**config.mk**
```make
export PLATFORM = sky130hd
export DESIGN_NAME = axis_filter_calibrate
export DESIGN_NICKNAME = d
export VERILOG_FILES = /design/src/rtl/core/afc_pkg.sv /design/src/rtl/core/afc_regs.sv /design/src/rtl/core/afc_ctrl.sv /design/src/rtl/core/afc_dp.sv /design/src/rtl/core/axis_filter_calibrate.sv
export SDC_FILE = /design/constraint.sdc
export NUM_CORES = 1
export LEC_CHECK = 0
export ABC_AREA = 0
export BUFFER_PORTS_ARGS = -buffer_cell sky130_fd_sc_hd__buf_2
export CAP_MARGIN = 20
export CORE_MARGIN = 2
export CORE_UTILIZATION = 30
export DETAILED_ROUTE_END_ITERATION = 12
export PLACE_DENSITY = 0.47
export RECOVER_POWER = 100
export SLEW_MARGIN = 20
export SYNTH_ARGS = -nofsm -noshare
export SYNTH_HDL_FRONTEND = slang
export SYNTH_SLANG_ARGS = --single-unit
```
**constraint.sdc**
```tcl
create_clock -name i_clk -period 10.7 [get_ports i_clk]
set_input_delay 3.21 -clock i_clk [delete_from_list [all_inputs] [get_ports i_clk]]
set_output_delay 3.21 -clock i_clk [all_outputs]
set_load 0.02 [all_outputs]
```
**src/rtl/core/afc_pkg.sv**
```systemverilog
`default_nettype none

package afc_pkg;

    // default converter resolution
    localparam int RES_BITS_DEF = 10;

    // configuration bus address width (seven word registers)
    localparam int ADDR_W = 5;

    typedef enum logic [2:0] {
        REG_FILTER_WEIGHT = 3'd0,
        REG_LOW_END       = 3'd1,
        REG_CENTER_POINT  = 3'd2,
        REG_HIGH_END      = 3'd3,
        REG_AXIS_ENABLED  = 3'd4,
        REG_INVERT_OUTPUT = 3'd5,
        REG_CENTERED_MODE = 3'd6
    } t_reg_idx;

    typedef enum logic [2:0] {
        ST_IDLE,
        ST_MUL_F,
        ST_DIV_F,
        ST_LEVEL,
        ST_MUL_M,
        ST_DIV_M,
        ST_FINISH
    } t_state;

    typedef enum logic [2:0] {
        DP_NOP,
        DP_LOAD,
        DP_MUL_FILT,
        DP_DIV_STEP,
        DP_LEVEL,
        DP_MUL_MAP,
        DP_FINISH
    } t_dp_op;

    typedef enum logic [2:0] {
        CLS_DIS,
        CLS_LOW,
        CLS_HIGH,
        CLS_CENTER,
        CLS_MAP_LO,
        CLS_MAP_HI,
        CLS_LIN
    } t_cls;

    typedef struct packed {
        t_dp_op op;
    } t_dp_cmd;

    typedef struct packed {
        logic need_div;
    } t_dp_stat;

endpackage

`default_nettype wire

```
**src/rtl/core/afc_regs.sv**
```systemverilog
`default_nettype none

module afc_regs
    import afc_pkg::*;
#(
    parameter int RESOLUTION_BITS = RES_BITS_DEF
) (
    input  wire logic                       i_clk,
    input  wire logic                       i_rst_n,
    input  wire logic                       psel,
    input  wire logic                       penable,
    input  wire logic                       pwrite,
    input  wire logic [ADDR_W-1:0]          paddr,
    input  wire logic [31:0]                pwdata,
    output logic      [31:0]                prdata,
    output logic                            pready,
    output logic      [RESOLUTION_BITS-1:0] o_filter_weight,
    output logic      [RESOLUTION_BITS-1:0] o_low_end,
    output logic      [RESOLUTION_BITS-1:0] o_center_point,
    output logic      [RESOLUTION_BITS-1:0] o_high_end,
    output logic                            o_axis_enabled,
    output logic                            o_invert_output,
    output logic                            o_centered_mode
);

    localparam int W = RESOLUTION_BITS;
    localparam logic [W-1:0] FULL = {W{1'b1}};
    localparam logic [W-1:0] HALF = {1'b1, {(W-1){1'b0}}};

    logic [W-1:0] r_filter_weight;
    logic [W-1:0] r_low_end;
    logic [W-1:0] r_center_point;
    logic [W-1:0] r_high_end;
    logic         r_axis_enabled;
    logic         r_invert_output;
    logic         r_centered_mode;
    logic         wr_en;
    t_reg_idx     idx;

    assign pready = 1'b1;
    assign wr_en  = psel && penable && pwrite;
    assign idx    = t_reg_idx'(paddr[ADDR_W-1:2]);

    always_ff @(posedge i_clk) begin
        if (!i_rst_n) begin
            r_filter_weight <= W'(7);
            r_low_end       <= W'(1);
            r_center_point  <= HALF;
            r_high_end      <= FULL - W'(1);
            r_axis_enabled  <= 1'b1;
            r_invert_output <= 1'b0;
            r_centered_mode <= 1'b1;
        end else if (wr_en) begin
            case (idx)
                REG_FILTER_WEIGHT: r_filter_weight <= pwdata[W-1:0];
                REG_LOW_END:       r_low_end       <= pwdata[W-1:0];
                REG_CENTER_POINT:  r_center_point  <= pwdata[W-1:0];
                REG_HIGH_END:      r_high_end      <= pwdata[W-1:0];
                REG_AXIS_ENABLED:  r_axis_enabled  <= pwdata[0];
                REG_INVERT_OUTPUT: r_invert_output <= pwdata[0];
                REG_CENTERED_MODE: r_centered_mode <= pwdata[0];
                default: ;
            endcase
        end
    end

    always_comb begin
        case (idx)
            REG_FILTER_WEIGHT: prdata = 32'(r_filter_weight);
            REG_LOW_END:       prdata = 32'(r_low_end);
            REG_CENTER_POINT:  prdata = 32'(r_center_point);
            REG_HIGH_END:      prdata = 32'(r_high_end);
            REG_AXIS_ENABLED:  prdata = 32'(r_axis_enabled);
            REG_INVERT_OUTPUT: prdata = 32'(r_invert_output);
            REG_CENTERED_MODE: prdata = 32'(r_centered_mode);
            default:           prdata = 32'd0;
        endcase
    end

    assign o_filter_weight = r_filter_weight;
    assign o_low_end       = r_low_end;
    assign o_center_point  = r_center_point;
    assign o_high_end      = r_high_end;
    assign o_axis_enabled  = r_axis_enabled;
    assign o_invert_output = r_invert_output;
    assign o_centered_mode = r_centered_mode;

endmodule

`default_nettype wire

```
**src/rtl/core/afc_ctrl.sv**
```systemverilog
`default_nettype none

module afc_ctrl
    import afc_pkg::*;
#(
    parameter int RESOLUTION_BITS = RES_BITS_DEF
) (
    input  wire logic     i_clk,
    input  wire logic     i_rst_n,
    input  wire logic     i_in_valid,
    output logic          o_in_stall,
    output logic          o_out_valid,
    input  wire logic     i_out_stall,
    output t_dp_cmd       o_cmd,
    input  wire t_dp_stat i_stat
);

    localparam int W  = RESOLUTION_BITS;
    localparam int CW = $clog2(W);

    t_state        r_state, n_state;
    logic [CW-1:0] r_cnt, n_cnt;
    logic          r_out_valid, n_out_valid;
    logic          cnt_last;
    logic          out_free;

    assign cnt_last = (r_cnt == CW'(W - 1));
    assign out_free = !r_out_valid || !i_out_stall;

    always_ff @(posedge i_clk) begin
        if (!i_rst_n) begin
            r_state     <= ST_IDLE;
            r_cnt       <= '0;
            r_out_valid <= 1'b0;
        end else begin
            r_state     <= n_state;
            r_cnt       <= n_cnt;
            r_out_valid <= n_out_valid;
        end
    end

    always_comb begin
        n_state     = r_state;
        n_cnt       = r_cnt;
        n_out_valid = r_out_valid && i_out_stall;
        o_cmd.op    = DP_NOP;
        o_in_stall  = 1'b1;
        case (r_state)
            ST_IDLE: begin
                o_in_stall = 1'b0;
                if (i_in_valid) begin
                    o_cmd.op = DP_LOAD;
                    n_state  = ST_MUL_F;
                end
            end
            ST_MUL_F: begin
                o_cmd.op = DP_MUL_FILT;
                n_cnt    = '0;
                n_state  = ST_DIV_F;
            end
            ST_DIV_F: begin
                o_cmd.op = DP_DIV_STEP;
                n_cnt    = r_cnt + CW'(1);
                if (cnt_last) begin
                    n_state = ST_LEVEL;
                end
            end
            ST_LEVEL: begin
                o_cmd.op = DP_LEVEL;
                n_state  = i_stat.need_div ? ST_MUL_M : ST_FINISH;
            end
            ST_MUL_M: begin
                o_cmd.op = DP_MUL_MAP;
                n_cnt    = '0;
                n_state  = ST_DIV_M;
            end
            ST_DIV_M: begin
                o_cmd.op = DP_DIV_STEP;
                n_cnt    = r_cnt + CW'(1);
                if (cnt_last) begin
                    n_state = ST_FINISH;
                end
            end
            ST_FINISH: begin
                // hold until the output register is free
                if (out_free) begin
                    o_cmd.op    = DP_FINISH;
                    n_out_valid = 1'b1;
                    n_state     = ST_IDLE;
                end
            end
            default: begin
                n_state = ST_IDLE;
            end
        endcase
    end

    assign o_out_valid = r_out_valid;

endmodule

`default_nettype wire

```
**src/rtl/core/afc_dp.sv**
```systemverilog
`default_nettype none

module afc_dp
    import afc_pkg::*;
#(
    parameter int RESOLUTION_BITS = RES_BITS_DEF
) (
    input  wire logic                       i_clk,
    input  wire logic                       i_rst_n,
    input  wire t_dp_cmd                    i_cmd,
    output t_dp_stat                        o_stat,
    input  wire logic [RESOLUTION_BITS-1:0] i_sample,
    input  wire logic [RESOLUTION_BITS-1:0] i_filter_weight,
    input  wire logic [RESOLUTION_BITS-1:0] i_low_end,
    input  wire logic [RESOLUTION_BITS-1:0] i_center_point,
    input  wire logic [RESOLUTION_BITS-1:0] i_high_end,
    input  wire logic                       i_axis_enabled,
    input  wire logic                       i_invert_output,
    input  wire logic                       i_centered_mode,
    output logic      [RESOLUTION_BITS-1:0] o_axis_value,
    output logic      [RESOLUTION_BITS-1:0] o_level
);

    localparam int W = RESOLUTION_BITS;
    localparam logic [W-1:0] FULL = {W{1'b1}};
    localparam logic [W-1:0] HALF = {1'b1, {(W-1){1'b0}}};

    logic [W-1:0]   r_sample;
    logic [W-1:0]   r_level;
    logic [W-1:0]   r_axis;
    logic [W-1:0]   r_rem;
    logic [W-1:0]   r_quo;
    logic [W:0]     r_div;
    logic [W-1:0]   r_mdiff;
    t_cls           r_cls;
    logic [W-1:0]   r_out_axis;
    logic [W-1:0]   r_out_level;

    logic [W-1:0]   mul_a, mul_b, mul_add;
    logic [2*W-1:0] mul_num;
    logic [W:0]     trial, trial_sub;
    logic           trial_ge;
    logic [W-1:0]   lvl;
    t_cls           cls;
    logic [W-1:0]   mdiff, mdiv;
    logic [W-1:0]   t_map, t_fin, delta;
    logic [W:0]     sum;
    logic [W-1:0]   n_axis;

    // shared multiplier: filter numerator or mapping numerator
    always_comb begin
        if (i_cmd.op == DP_MUL_FILT) begin
            mul_a   = i_filter_weight;
            mul_b   = r_level;
            mul_add = r_sample;
        end else begin
            mul_a   = (r_cls == CLS_LIN) ? FULL : HALF;
            mul_b   = r_mdiff;
            mul_add = '0;
        end
        mul_num = ({{W{1'b0}}, mul_a} * {{W{1'b0}}, mul_b}) + {{W{1'b0}}, mul_add};
    end

    // restoring divider, one quotient bit per cycle; quotient always fits W bits
    assign trial     = {r_rem, r_quo[W-1]};
    assign trial_ge  = (trial >= r_div);
    assign trial_sub = trial - r_div;

    // classification of the new level
    assign lvl = r_quo;
    always_comb begin
        mdiff = lvl - i_low_end;
        mdiv  = i_high_end - i_low_end;
        if (!i_axis_enabled) begin
            cls = CLS_DIS;
        end else if (lvl <= i_low_end) begin
            cls = CLS_LOW;
        end else if (lvl >= i_high_end) begin
            cls = CLS_HIGH;
        end else if (i_centered_mode) begin
            if (lvl < i_center_point) begin
                cls  = CLS_MAP_LO;
                mdiv = i_center_point - i_low_end;
            end else if (lvl > i_center_point) begin
                cls   = CLS_MAP_HI;
                mdiff = lvl - i_center_point;
                mdiv  = i_high_end - i_center_point;
            end else begin
                cls = CLS_CENTER;
            end
        end else begin
            cls = CLS_LIN;
        end
        o_stat.need_div = (cls inside {CLS_MAP_LO, CLS_MAP_HI, CLS_LIN});
    end

    // final mapping, mirror and averaging
    always_comb begin
        if (r_cls == CLS_CENTER) begin
            t_map = HALF;
        end else if (r_cls == CLS_MAP_HI) begin
            t_map = HALF + r_quo;
        end else begin
            t_map = r_quo;
        end
        t_fin = i_invert_output ? (FULL - t_map) : t_map;
        delta = (r_axis > t_fin) ? (r_axis - t_fin) : (t_fin - r_axis);
        sum   = {1'b0, r_axis} + {1'b0, t_fin};
        case (r_cls)
            CLS_DIS:  n_axis = HALF;
            CLS_LOW:  n_axis = i_invert_output ? FULL : '0;
            CLS_HIGH: n_axis = i_invert_output ? '0 : FULL;
            default:  n_axis = (delta > W'(1)) ? sum[W:1] : r_axis;
        endcase
    end

    always_ff @(posedge i_clk) begin
        if (!i_rst_n) begin
            r_level <= '0;
            r_axis  <= '0;
        end else begin
            if (i_cmd.op == DP_LEVEL) begin
                r_level <= lvl;
            end
            if (i_cmd.op == DP_FINISH) begin
                r_axis <= n_axis;
            end
        end
    end

    always_ff @(posedge i_clk) begin
        case (i_cmd.op)
            DP_LOAD: begin
                r_sample <= i_sample;
            end
            DP_MUL_FILT: begin
                r_rem <= mul_num[2*W-1:W];
                r_quo <= mul_num[W-1:0];
                r_div <= {1'b0, i_filter_weight} + (W+1)'(1);
            end
            DP_MUL_MAP: begin
                r_rem <= mul_num[2*W-1:W];
                r_quo <= mul_num[W-1:0];
            end
            DP_DIV_STEP: begin
                r_rem <= trial_ge ? trial_sub[W-1:0] : trial[W-1:0];
                r_quo <= {r_quo[W-2:0], trial_ge};
            end
            DP_LEVEL: begin
                r_cls   <= cls;
                r_mdiff <= mdiff;
                r_div   <= {1'b0, mdiv};
            end
            DP_FINISH: begin
                r_out_axis  <= n_axis;
                r_out_level <= r_level;
            end
            default: ;
        endcase
    end

    assign o_axis_value = r_out_axis;
    assign o_level      = r_out_level;

endmodule

`default_nettype wire

```
**src/rtl/core/axis_filter_calibrate.sv**
```systemverilog
// channel   direction  handshake                 payload
// input     in         i_in_valid / o_in_stall   i_sample
// output    out        o_out_valid / i_out_stall o_axis_value, o_level
// config    in/out     psel/penable/pwrite/pready paddr, pwdata, prdata
//
// one sample at a time; a shared restoring divider makes one quotient bit per cycle
// mapped level, from accept to next accept: load, filter multiply, filter division, level,
// mapping multiply, mapping division, finish; disabled, clamped or centre level skip the mapping steps
// synchronous active-low reset clears the filter level, the averaged axis, the output valid and the control
// a result waits in the output register under stall while the next sample is accepted
`default_nettype none

module axis_filter_calibrate
    import afc_pkg::*;
#(
    parameter int RESOLUTION_BITS = RES_BITS_DEF
) (
    input  wire logic                       i_clk,
    input  wire logic                       i_rst_n,
    input  wire logic                       i_in_valid,
    output logic                            o_in_stall,
    input  wire logic [RESOLUTION_BITS-1:0] i_sample,
    output logic                            o_out_valid,
    input  wire logic                       i_out_stall,
    output logic      [RESOLUTION_BITS-1:0] o_axis_value,
    output logic      [RESOLUTION_BITS-1:0] o_level,
    input  wire logic                       psel,
    input  wire logic                       penable,
    input  wire logic                       pwrite,
    input  wire logic [ADDR_W-1:0]          paddr,
    input  wire logic [31:0]                pwdata,
    output logic      [31:0]                prdata,
    output logic                            pready
);

    localparam int W = RESOLUTION_BITS;

    logic [W-1:0] filter_weight;
    logic [W-1:0] low_end;
    logic [W-1:0] center_point;
    logic [W-1:0] high_end;
    logic         axis_enabled;
    logic         invert_output;
    logic         centered_mode;
    t_dp_cmd      dp_cmd;
    t_dp_stat     dp_stat;

    afc_regs #(
        .RESOLUTION_BITS(RESOLUTION_BITS)
    ) u_regs (
        .i_clk           (i_clk),
        .i_rst_n         (i_rst_n),
        .psel            (psel),
        .penable         (penable),
        .pwrite          (pwrite),
        .paddr           (paddr),
        .pwdata          (pwdata),
        .prdata          (prdata),
        .pready          (pready),
        .o_filter_weight (filter_weight),
        .o_low_end       (low_end),
        .o_center_point  (center_point),
        .o_high_end      (high_end),
        .o_axis_enabled  (axis_enabled),
        .o_invert_output (invert_output),
        .o_centered_mode (centered_mode)
    );

    afc_ctrl #(
        .RESOLUTION_BITS(RESOLUTION_BITS)
    ) u_ctrl (
        .i_clk       (i_clk),
        .i_rst_n     (i_rst_n),
        .i_in_valid  (i_in_valid),
        .o_in_stall  (o_in_stall),
        .o_out_valid (o_out_valid),
        .i_out_stall (i_out_stall),
        .o_cmd       (dp_cmd),
        .i_stat      (dp_stat)
    );

    afc_dp #(
        .RESOLUTION_BITS(RESOLUTION_BITS)
    ) u_dp (
        .i_clk           (i_clk),
        .i_rst_n         (i_rst_n),
        .i_cmd           (dp_cmd),
        .o_stat          (dp_stat),
        .i_sample        (i_sample),
        .i_filter_weight (filter_weight),
        .i_low_end       (low_end),
        .i_center_point  (center_point),
        .i_high_end      (high_end),
        .i_axis_enabled  (axis_enabled),
        .i_invert_output (invert_output),
        .i_centered_mode (centered_mode),
        .o_axis_value    (o_axis_value),
        .o_level         (o_level)
    );

endmodule

`default_nettype wire

```
==> results.rst, run 1 <==
.. list-table::
   :header-rows: 1

   * - Metric
     - Value
   * - Outcome
     - complete, but fails checks
   * - Failing checks
     - capacitance limit, slew limit
   * - Chip Height
     - 227 µm
   * - Number of global-route vias before repair
     - 12200
   * - Post-route met1 wirelength
     - 20.1 mm
   * - Highest metal layer used by the detailed router
     - met4
   * - Sequential cell area in the final layout
     - 0.00364 mm²
   * - Total power divided by cell area
     - 247 mW/mm²
   * - Share of the cycle needed by the critical path after routing
     - 78.1%
   * - Max Fanout on Critical Path
     - 27
   * - Worst IR drop on VDD
     - 0.000135 V
   * - Input/output buffers
     - 61
   * - Clock slew at reported path FFs
     - 0.07 ns
   * - Register with the most flip-flops
     - u_dp.r_div
   * - Number of enable-type register cells in the synthesized netlist
     - 74
   * - Post-Route Setup TNS
     - 0 ns
   * - Number of clock sinks seen by CTS
     - 145
   * - Via-to-Cell Ratio
     - 4.93
   * - Setup slack after layout
     - 2.34 ns
   * - Clock tree from TritonCTS
     - yes
   * - Die ar.
     - 0.0515 mm²
   * - Cells on Worst Hold Path
     - 1
   * - Routed len/inst
     - 18.2 µm
   * - Yosys reg bits
     - 145
   * - Maximum clock skew at final layout
     - 0.0157 ns
   * - Hold violation total from the final report
     - 0
   * - I/O pins
     - 109
   * - Global-route wire length before repair
     - 69.5 mm
   * - Worst setup slack for register-to-register paths
     - 2.34 ns
   * - Critical path buffer and inverter count
     - 6
   * - Root Buffer
     - sky130_fd_sc_hd__clkbuf_16
   * - Layout filler cell count
     - 5133
   * - Initial antenna violation count
     - 0
   * - Cell family with the largest share of critical-path delay
     - adder cells
   * - RSZ-0062 raised after global routing
     - no
   * - Max-capacitance violation count
     - 4
   * - Clock latency on the worst-skew pair
     - 0.49 ns
   * - Number of antenna repair diodes
     - 0
   * - Transition time at the pin with the least slew margin
     - 3.24 ns
   * - DP Wirelength
     - 34.9 mm
   * - Crit. End Element
     - flip-flop
   * - Startpoint of the worst-slack reg-to-reg timing path
     - u_ctrl.r_state[0]
   * - Reg2reg path depth
     - 23
   * - Clk buf depth
     - 2
   * - DRC
     - 0
   * - Layout overhead on the synthesized area
     - 10.0%
   * - Number of instances in the synthesized netlist
     - 1708
   * - Overall overflow remaining after global route
     - 0
   * - Layout Nets
     - 2045
   * - Critical path class
     - flip-flop to flip-flop
   * - Data required, critical path
     - 10.90 ns
   * - Hold buffer count at cts
     - 0
   * - Largest net degree at the start of global routing
     - 77
   * - Starting utilization of the core area
     - 30.4%
   * - Number of gates resized after CTS
     - 0
   * - Routed Antenna Nets
     - 0
   * - Area used by multi-input combinational logic
     - 0.0102 mm²
   * - Minimum clock period
     - 8.36 ns
   * - Worst hold-check path type
     - flip-flop to flip-flop
   * - Global router's overall resource usage
     - 18.1%
   * - Cell type of the slowest stage on the worst timing path
     - sky130_fd_sc_hd__o21ai_0
   * - Reg2reg end
     - u_dp.r_rem[9]
   * - Highest achievable clock rate
     - 0.120 GHz
   * - Routed met2 length
     - 21.1 mm
   * - Core region area
     - 0.0490 mm²
   * - Placement-stage worst setup slack
     - 2.81 ns
   * - Top FF cell, synth
     - sky130_fd_sc_hd__edfxtp_1
   * - Routability Congestion
     - 0.866
   * - Iteration count of the initial detailed-routing pass
     - 5
   * - Row count
     - 81
   * - CP most frequent cell
     - sky130_fd_sc_hd__fa_1
   * - Seq/Total Area, Yosys
     - 24.5%
   * - Slew Limit Fails
     - 136
   * - Count of routing violations after the opening detailed-route iteration
     - 658
   * - Cell breakdown of the critical path
     - nor2b_1 > clkbuf_1 > nand2b_1 > buf_4 > o21ai_0 > nor2_1 > fa_1 > inv_1 > fa_1 > inv_1 > fa_1 > fa_1 > inv_1 > fa_1 > inv_1 > ha_1 > a21oi_1 > o22ai_1 > o31ai_1 > o21ai_0 > a41oi_1 > xnor2_1 > a22oi_1
   * - Vias after detailed routing
     - 12000
   * - Horiz. Die Dim
     - 227 µm
   * - Async set-reset flop share out of synthesis
     - 0%
   * - Hold Path Origin
     - u_ctrl.r_cnt[3]
   * - Post-layout total power
     - 4.04 mW
   * - Headroom to the max-slew limit
     - -116%
   * - Flip-flop count of the largest register after layout
     - 11
   * - Depth of the CTS H-tree
     - 4
   * - Min-Delay Endpoint
     - u_ctrl.r_cnt[3]
   * - Final WL
     - 44.2 mm
   * - Warnings from Yosys
     - 0
   * - Syn Std Cell Area
     - 0.0149 mm²
   * - Mapped Avg Cell Area
     - 8.72 µm²
   * - Final setup viols
     - 0
   * - Fraction of final layout cells sized beyond drive strength 1
     - 6.46%
   * - Worst path arrival time
     - 8.56 ns
   * - Inserted Clock Buffers
     - 17
   * - Total length of routed met3 wires
     - 1.82 mm
   * - Synth cell types
     - 80
   * - Buffers inserted during post-CTS setup optimization
     - 0
   * - Reported leakage power
     - 7.07 nW
   * - Worst path max stage delay
     - 1.23 ns
   * - Startpoint kind of the worst setup timing path
     - flip-flop
-- area by class of cell --
type / instances / share of cell area (%)
Clock buffer: 17 / 2.60
Clock inverter: 15 / 0.931
Inverter: 189 / 4.33
Multi-Input combinational cell: 1311 / 62.2
Sequential cell: 145 / 22.2
Tap cell: 664 / 5.07
Timing Repair Buffer: 88 / 2.69
-- synth_stat cells, types with 15 or more instances --
library cell / n / area, µm²
sky130_fd_sc_hd__a21boi_0: 22 / 165
sky130_fd_sc_hd__a21o_1: 28 / 210
sky130_fd_sc_hd__a21oi_1: 75 / 375
sky130_fd_sc_hd__and2_1: 17 / 106
sky130_fd_sc_hd__and3_1: 22 / 138
sky130_fd_sc_hd__buf_4: 24 / 180
sky130_fd_sc_hd__clkbuf_1: 48 / 180
sky130_fd_sc_hd__dfxtp_1: 71 / 1420
sky130_fd_sc_hd__edfxtp_1: 74 / 2220
sky130_fd_sc_hd__fa_1: 81 / 1620
sky130_fd_sc_hd__ha_1: 158 / 1980
sky130_fd_sc_hd__inv_1: 188 / 706
sky130_fd_sc_hd__mux2i_1: 43 / 430
sky130_fd_sc_hd__nand2_1: 152 / 571
sky130_fd_sc_hd__nand2b_1: 43 / 269
sky130_fd_sc_hd__nand3_1: 34 / 170
sky130_fd_sc_hd__nor2_1: 139 / 522
sky130_fd_sc_hd__nor2b_1: 48 / 300
sky130_fd_sc_hd__nor3_1: 21 / 105
sky130_fd_sc_hd__o211ai_1: 16 / 120
sky130_fd_sc_hd__o21ai_0: 67 / 335
sky130_fd_sc_hd__o21ai_1: 16 / 80.1
sky130_fd_sc_hd__or3_1: 15 / 93.8
sky130_fd_sc_hd__xnor2_1: 61 / 534
sky130_fd_sc_hd__xor2_1: 27 / 236
-- cell usage in the layout, fill, tap and decap left out, types with 10 or more instances in the layout --
cell type,n
sky130_fd_sc_hd__inv_1,188
sky130_fd_sc_hd__ha_1,158
sky130_fd_sc_hd__nand2_1,152
sky130_fd_sc_hd__nor2_1,139
sky130_fd_sc_hd__fa_1,81
sky130_fd_sc_hd__o21ai_0,76
sky130_fd_sc_hd__a21oi_1,75
sky130_fd_sc_hd__edfxtp_1,74
sky130_fd_sc_hd__dfxtp_1,71
sky130_fd_sc_hd__xnor2_1,61
sky130_fd_sc_hd__nor2b_1,48
sky130_fd_sc_hd__nand2b_1,43
sky130_fd_sc_hd__mux2i_1,43
sky130_fd_sc_hd__clkbuf_1,39
sky130_fd_sc_hd__nand3_1,34
sky130_fd_sc_hd__buf_2,29
sky130_fd_sc_hd__a21o_1,28
sky130_fd_sc_hd__xor2_1,27
sky130_fd_sc_hd__conb_1,23
sky130_fd_sc_hd__and3_1,22
sky130_fd_sc_hd__nor3_1,22
sky130_fd_sc_hd__a21boi_0,22
sky130_fd_sc_hd__buf_4,20
sky130_fd_sc_hd__clkbuf_16,17
sky130_fd_sc_hd__o211ai_1,16
sky130_fd_sc_hd__and2_1,15
sky130_fd_sc_hd__or3_1,15
sky130_fd_sc_hd__o21a_1,14
sky130_fd_sc_hd__or2_2,14
sky130_fd_sc_hd__nand4_1,11
sky130_fd_sc_hd__a211o_1,11
sky130_fd_sc_hd__a31oi_1,10
sky130_fd_sc_hd__a22oi_1,10
-- logic make-up after synthesis --
| logic type | after synthesis | synth area share, % |
|---|---|---|
| compound gates | 360 | 16.2 |
| xor+xnor | 88 | 5.17 |
| fa+ha+maj | 239 | 24.2 |
| buf+inv | 273 | 7.66 |
| flops | 145 | 24.5 |
| mux | 54 | 4.40 |
| other cells | 2 | 0.0504 |
| simple gates | 547 | 17.9 |
-- layer usage --
layer  vias up  GRT usage (%)
li1       5968              -
met1      5757           23.6
met2       201           29.8
met3        56           2.93
met4         0           6.77
met5         -              0
-- worst max path at each step --
stage,start,to,slack (ns),cells past startpoint
after floorplan,paddr[2],prdata[4],2.88,4
after CTS,paddr[3],prdata[0],2.81,7
after global routing,u_ctrl.r_state[0],u_dp.r_rem[9],1.78,23
final,u_ctrl.r_state[0],u_dp.r_rem[9],2.34,23
after detailed placement,paddr[3],prdata[0],2.81,7
after global placement,paddr[3],prdata[0],2.81,7
-- through the flow --
| stage | instances | cell area (µm²) | utilization (%) | hold slack, ns |
|---|---|---|---|---|
| 2_1_floorplan | 1729 | 15000 | - | 0.429 |
| 3_5_place_dp | 2397 | 15900 | 32.5 | 0.471 |
| 5_1_grt | 2429 | 16400 | 33.5 | 0.509 |
| 6_report | 2429 | 16400 | 33.5 | 0.485 |
| 3_3_place_gp | 2397 | 15900 | 32.5 | 0.469 |
| 4_1_cts | 2429 | 16500 | 33.6 | 0.489 |
-- where the power goes --
group	internal [mW]	switching [mW]	total (mW)	leakage, nW
combinational	1.02	1.56	2.58	5.53
clock	0.325	0.283	0.608	0.277
sequential	0.738	0.112	0.850	1.27
(Power assumes the default switching activity.)
==> inputs of run 2 (changes only) <==
--- a/config.mk
+++ b/config.mk
@@ -11,7 +11,7 @@
 export CORE_MARGIN = 2
 export CORE_UTILIZATION = 30
 export DETAILED_ROUTE_END_ITERATION = 12
-export PLACE_DENSITY = 0.47
+export PLACE_DENSITY = 0.49
 export RECOVER_POWER = 100
 export SLEW_MARGIN = 20
 export SYNTH_ARGS = -nofsm -noshare
==> constraint.sdc (replaced) <==
create_clock -name i_clk -period 7.35 [get_ports i_clk]
set_input_delay 2.205 -clock i_clk [delete_from_list [all_inputs] [get_ports i_clk]]
set_output_delay 2.205 -clock i_clk [all_outputs]
set_load 0.02 [all_outputs]
==> run 2 against run 1 <==
Net effect:
- the run still ends with capacitance limit, slew limit left
- worst hold slack got worse by 0.0029 ns
- die area unchanged
- design area grew 0.68%
- clock-buffer cell count grew 5
- critical path depth grew 1
- maximum frequency grew 23%
- sequential power up 45%
- flip-flop and latch count did not move
- sequential share of layout area is 0.15 points lower
- worst setup slack worse by 1.8 ns
- clock skew is 0.0053 ns higher
- total power increased by 46%
- largest power group unchanged
==> results.rst, run 2 (synthesized netlist as in run 1, its figures left out) <==
.. list-table::
   :header-rows: 1

   * - Metric
     - Value
   * - Outcome
     - complete, but fails checks
   * - Failing checks
     - capacitance limit, slew limit
   * - Most heavily used metal layer in global routing
     - met2
   * - Layout Nets
     - 2060 (+0.73%)
   * - Starting utilization of the core area
     - 30.4% (unchanged)
   * - Layout overhead on the synthesized area
     - 10.8%
   * - GRT met2 Usage
     - 30.8% (+1.0 points)
   * - Vias after detailed routing
     - 12200 (+2.2%)
   * - Number of antenna repair diodes
     - 0 (unchanged)
   * - Via-to-Cell Ratio
     - 5.01 (+1.6%)
   * - Worst path max stage delay
     - 0.55 ns (-0.68 ns)
   * - Cell breakdown of the critical path
     - nor2b_1 > buf_4 > nor2b_1 > buf_4 > nand2_1 > nand2_1 > nand2b_1 > fa_1 > inv_1 > fa_1 > fa_1 > fa_1 > inv_1 > fa_1 > inv_1 > ha_1 > nand4_1 > a211oi_1 > o31ai_2 > o21ai_0 > buf_4 > a41oi_1 > xnor2_1 > a22oi_1
   * - Final setup viols
     - 0 (unchanged)
   * - Placed standard-cell area
     - 0.0160 mm² (+0.81%)
   * - Register with the most flip-flops
     - u_dp.r_div
   * - Iteration count of the initial detailed-routing pass
     - 7 (+2)
   * - RSZ-0062 raised after global routing
     - no
   * - Fraction of final layout cells sized beyond drive strength 1
     - 7.19% (+0.73 points)
   * - Clk buf depth
     - 2 (unchanged)
   * - Inserted Clock Buffers
     - 17 (unchanged)
   * - Row count
     - 81 (unchanged)
   * - Global-route track usage on met1
     - 23.5% (-0.11 points)
   * - Area used by multi-input combinational logic
     - 0.0102 mm² (about the same)
   * - Sequential cell area in the final layout
     - 0.00364 mm² (unchanged)
   * - Highest achievable clock rate
     - 0.147 GHz (+23%)
   * - Clock latency on the worst-skew pair
     - 0.49 ns (about the same)
   * - Flip-flop count of the largest register after layout
     - 11 (unchanged)
   * - Max Fanout on Critical Path
     - 14 (-48%)
   * - Post-Route Setup TNS
     - 0 ns (unchanged)
   * - Horiz. Die Dim
     - 227 µm (unchanged)
   * - Cell type of the slowest stage on the worst timing path
     - sky130_fd_sc_hd__fa_1
   * - Buffers inserted during post-CTS setup optimization
     - 0 (unchanged)
   * - Reported leakage power
     - 7.13 nW (+0.85%)
   * - DP Wirelength
     - 35.6 mm (+2.0%)
   * - Routed len/inst
     - 18.5 µm (+1.4%)
   * - Number of gates resized after CTS
     - 0 (unchanged)
   * - Worst path arrival time
     - 6.98 ns (-1.58 ns)
   * - Data required, critical path
     - 7.53 ns (-3.37 ns)
   * - Chip Height
     - 227 µm (unchanged)
   * - Global router's overall resource usage
     - 18.1% (+0.074 points)
   * - Transition time at the pin with the least slew margin
     - 3.36 ns (+0.126 ns)
   * - Max-capacitance violation count
     - 4 (unchanged)
   * - Overall overflow remaining after global route
     - 0 (unchanged)
   * - Global-route wire length before repair
     - 69.9 mm (+0.54%)
   * - CP most frequent cell
     - sky130_fd_sc_hd__fa_1
   * - GRT met3 Usage
     - 2.60% (-0.32 points)
   * - Critical path class
     - flip-flop to flip-flop
   * - DRC
     - 0 (unchanged)
   * - Core region area
     - 0.0490 mm² (unchanged)
   * - Number of global-route vias before repair
     - 12000 (-1.2%)
   * - Worst IR drop on VDD
     - 0.000205 V (+52%)
   * - Input/output buffers
     - 61 (unchanged)
   * - Clock tree from TritonCTS
     - yes
   * - Total power divided by cell area
     - 357 mW/mm² (+45%)
   * - Clock slew at reported path FFs
     - 0.07 ns (about the same)
   * - I/O pins
     - 109 (unchanged)
   * - Share of the cycle needed by the critical path after routing
     - 92.6% (+14 points)
   * - Worst hold-check path type
     - flip-flop to flip-flop
   * - Initial antenna violation count
     - 0 (unchanged)
   * - Top library cells by usage in the layout, fill and taps aside
     - sky130_fd_sc_hd__inv_1 (188), sky130_fd_sc_hd__ha_1 (158), sky130_fd_sc_hd__nand2_1 (151)
   * - Depth of the CTS H-tree
     - 4 (unchanged)
   * - Minimum clock period
     - 6.80 ns (-1.55 ns)
   * - Final WL
     - 45.1 mm (+2.0%)
   * - Root Buffer
     - sky130_fd_sc_hd__clkbuf_16
   * - Leading cell type in the layout, fill and taps excluded
     - sky130_fd_sc_hd__inv_1
   * - Maximum clock skew at final layout
     - 0.0210 ns (+0.00532 ns)
   * - Number of clock sinks seen by CTS
     - 145 (unchanged)
   * - Count of routing violations after the opening detailed-route iteration
     - 763 (+16%)
   * - Largest net degree at the start of global routing
     - 77 (unchanged)
   * - Layout filler cell count
     - 5125 (-0.16%)
   * - Hold buffer count at cts
     - 0 (unchanged)
   * - Hold violation total from the final report
     - 0 (unchanged)
   * - Routed Antenna Nets
     - 0 (unchanged)
   * - Die ar.
     - 0.0515 mm² (unchanged)
   * - Startpoint kind of the worst setup timing path
     - flip-flop
   * - Routability Congestion
     - 0.918 (+6.0%)
   * - Final Instance Area
     - 0.0165 mm² (+0.68%)
   * - Crit. End Element
     - flip-flop
   * - Slew Limit Fails
     - 158 (+16%)
   * - Headroom to the max-slew limit
     - -124% (-8.4 points)
[run 2: path summary, 6_finish.rpt]
kind | slack [ns] | to | start | cells after the start
min | 0.48 | u_ctrl.r_cnt[3] | u_ctrl.r_cnt[3] | 1
max | 0.55 | u_dp.r_rem[9] | u_ctrl.r_state[0] | 24
max reg2reg | 0.55 | u_dp.r_rem[9] | u_ctrl.r_state[0] | 24
min reg2reg | 0.48 | u_ctrl.r_cnt[3] | u_ctrl.r_cnt[3] | 1
[run 2: layout make-up]
| cell class | instances | share of cell area [%] |
|---|---|---|
| Clock buffer | 22 | 2.75 |
| Clock inverter | 10 | 0.629 |
| Inverter | 189 | 4.30 |
| Multi-Input combinational cell | 1311 | 61.8 |
| Sequential cell | 145 | 22.1 |
| Tap cell | 664 | 5.03 |
| Timing Repair Buffer | 103 | 3.43 |
[run 2: power by group]
part | internal, mW | switching [mW] | leakage (nW)
registers | 1.07 | 0.158 | 1.27
logic | 1.52 | 2.26 | 5.60
clock network | 0.478 | 0.395 | 0.263
total | 3.07 | 2.82 | 7.13
[run 2: metal layers]
metal,up-vias,routed length (µm)
li1,5987,-
met1,5993,20500
met2,221,22000
met3,48,1480
met4,0,1160
met5,-,0
[run 2: metrics by stage]
stage / utilization [%] / cells / setup WS [ns] / power (mW) / hold slack (ns)
after detailed placement: 32.7 / 2412 / 0.453 / 5.03 / 0.474
after floorplan: - / 1729 / 0.459 / 3.99 / 0.429
after CTS: 33.9 / 2444 / 0.396 / 5.94 / 0.487
after global routing: 33.7 / 2444 / 0.0120 / 6.45 / 0.525
after global placement: 32.7 / 2411 / 0.507 / 5.00 / 0.465
final: 33.7 / 2444 / 0.547 / 5.89 / 0.482
[run 2: critical path: cells and delay by family (launching register included)]
family                   cells  cell delay, ns
flip-flops                   1            0.45
buffers and inverters        6            0.78
AND/OR/NAND/NOR              6            1.04
adder cells (fa/ha/maj)      6            2.94
AO/OA/AOI/OAI                5            0.99
XOR/XNOR                     1            0.29
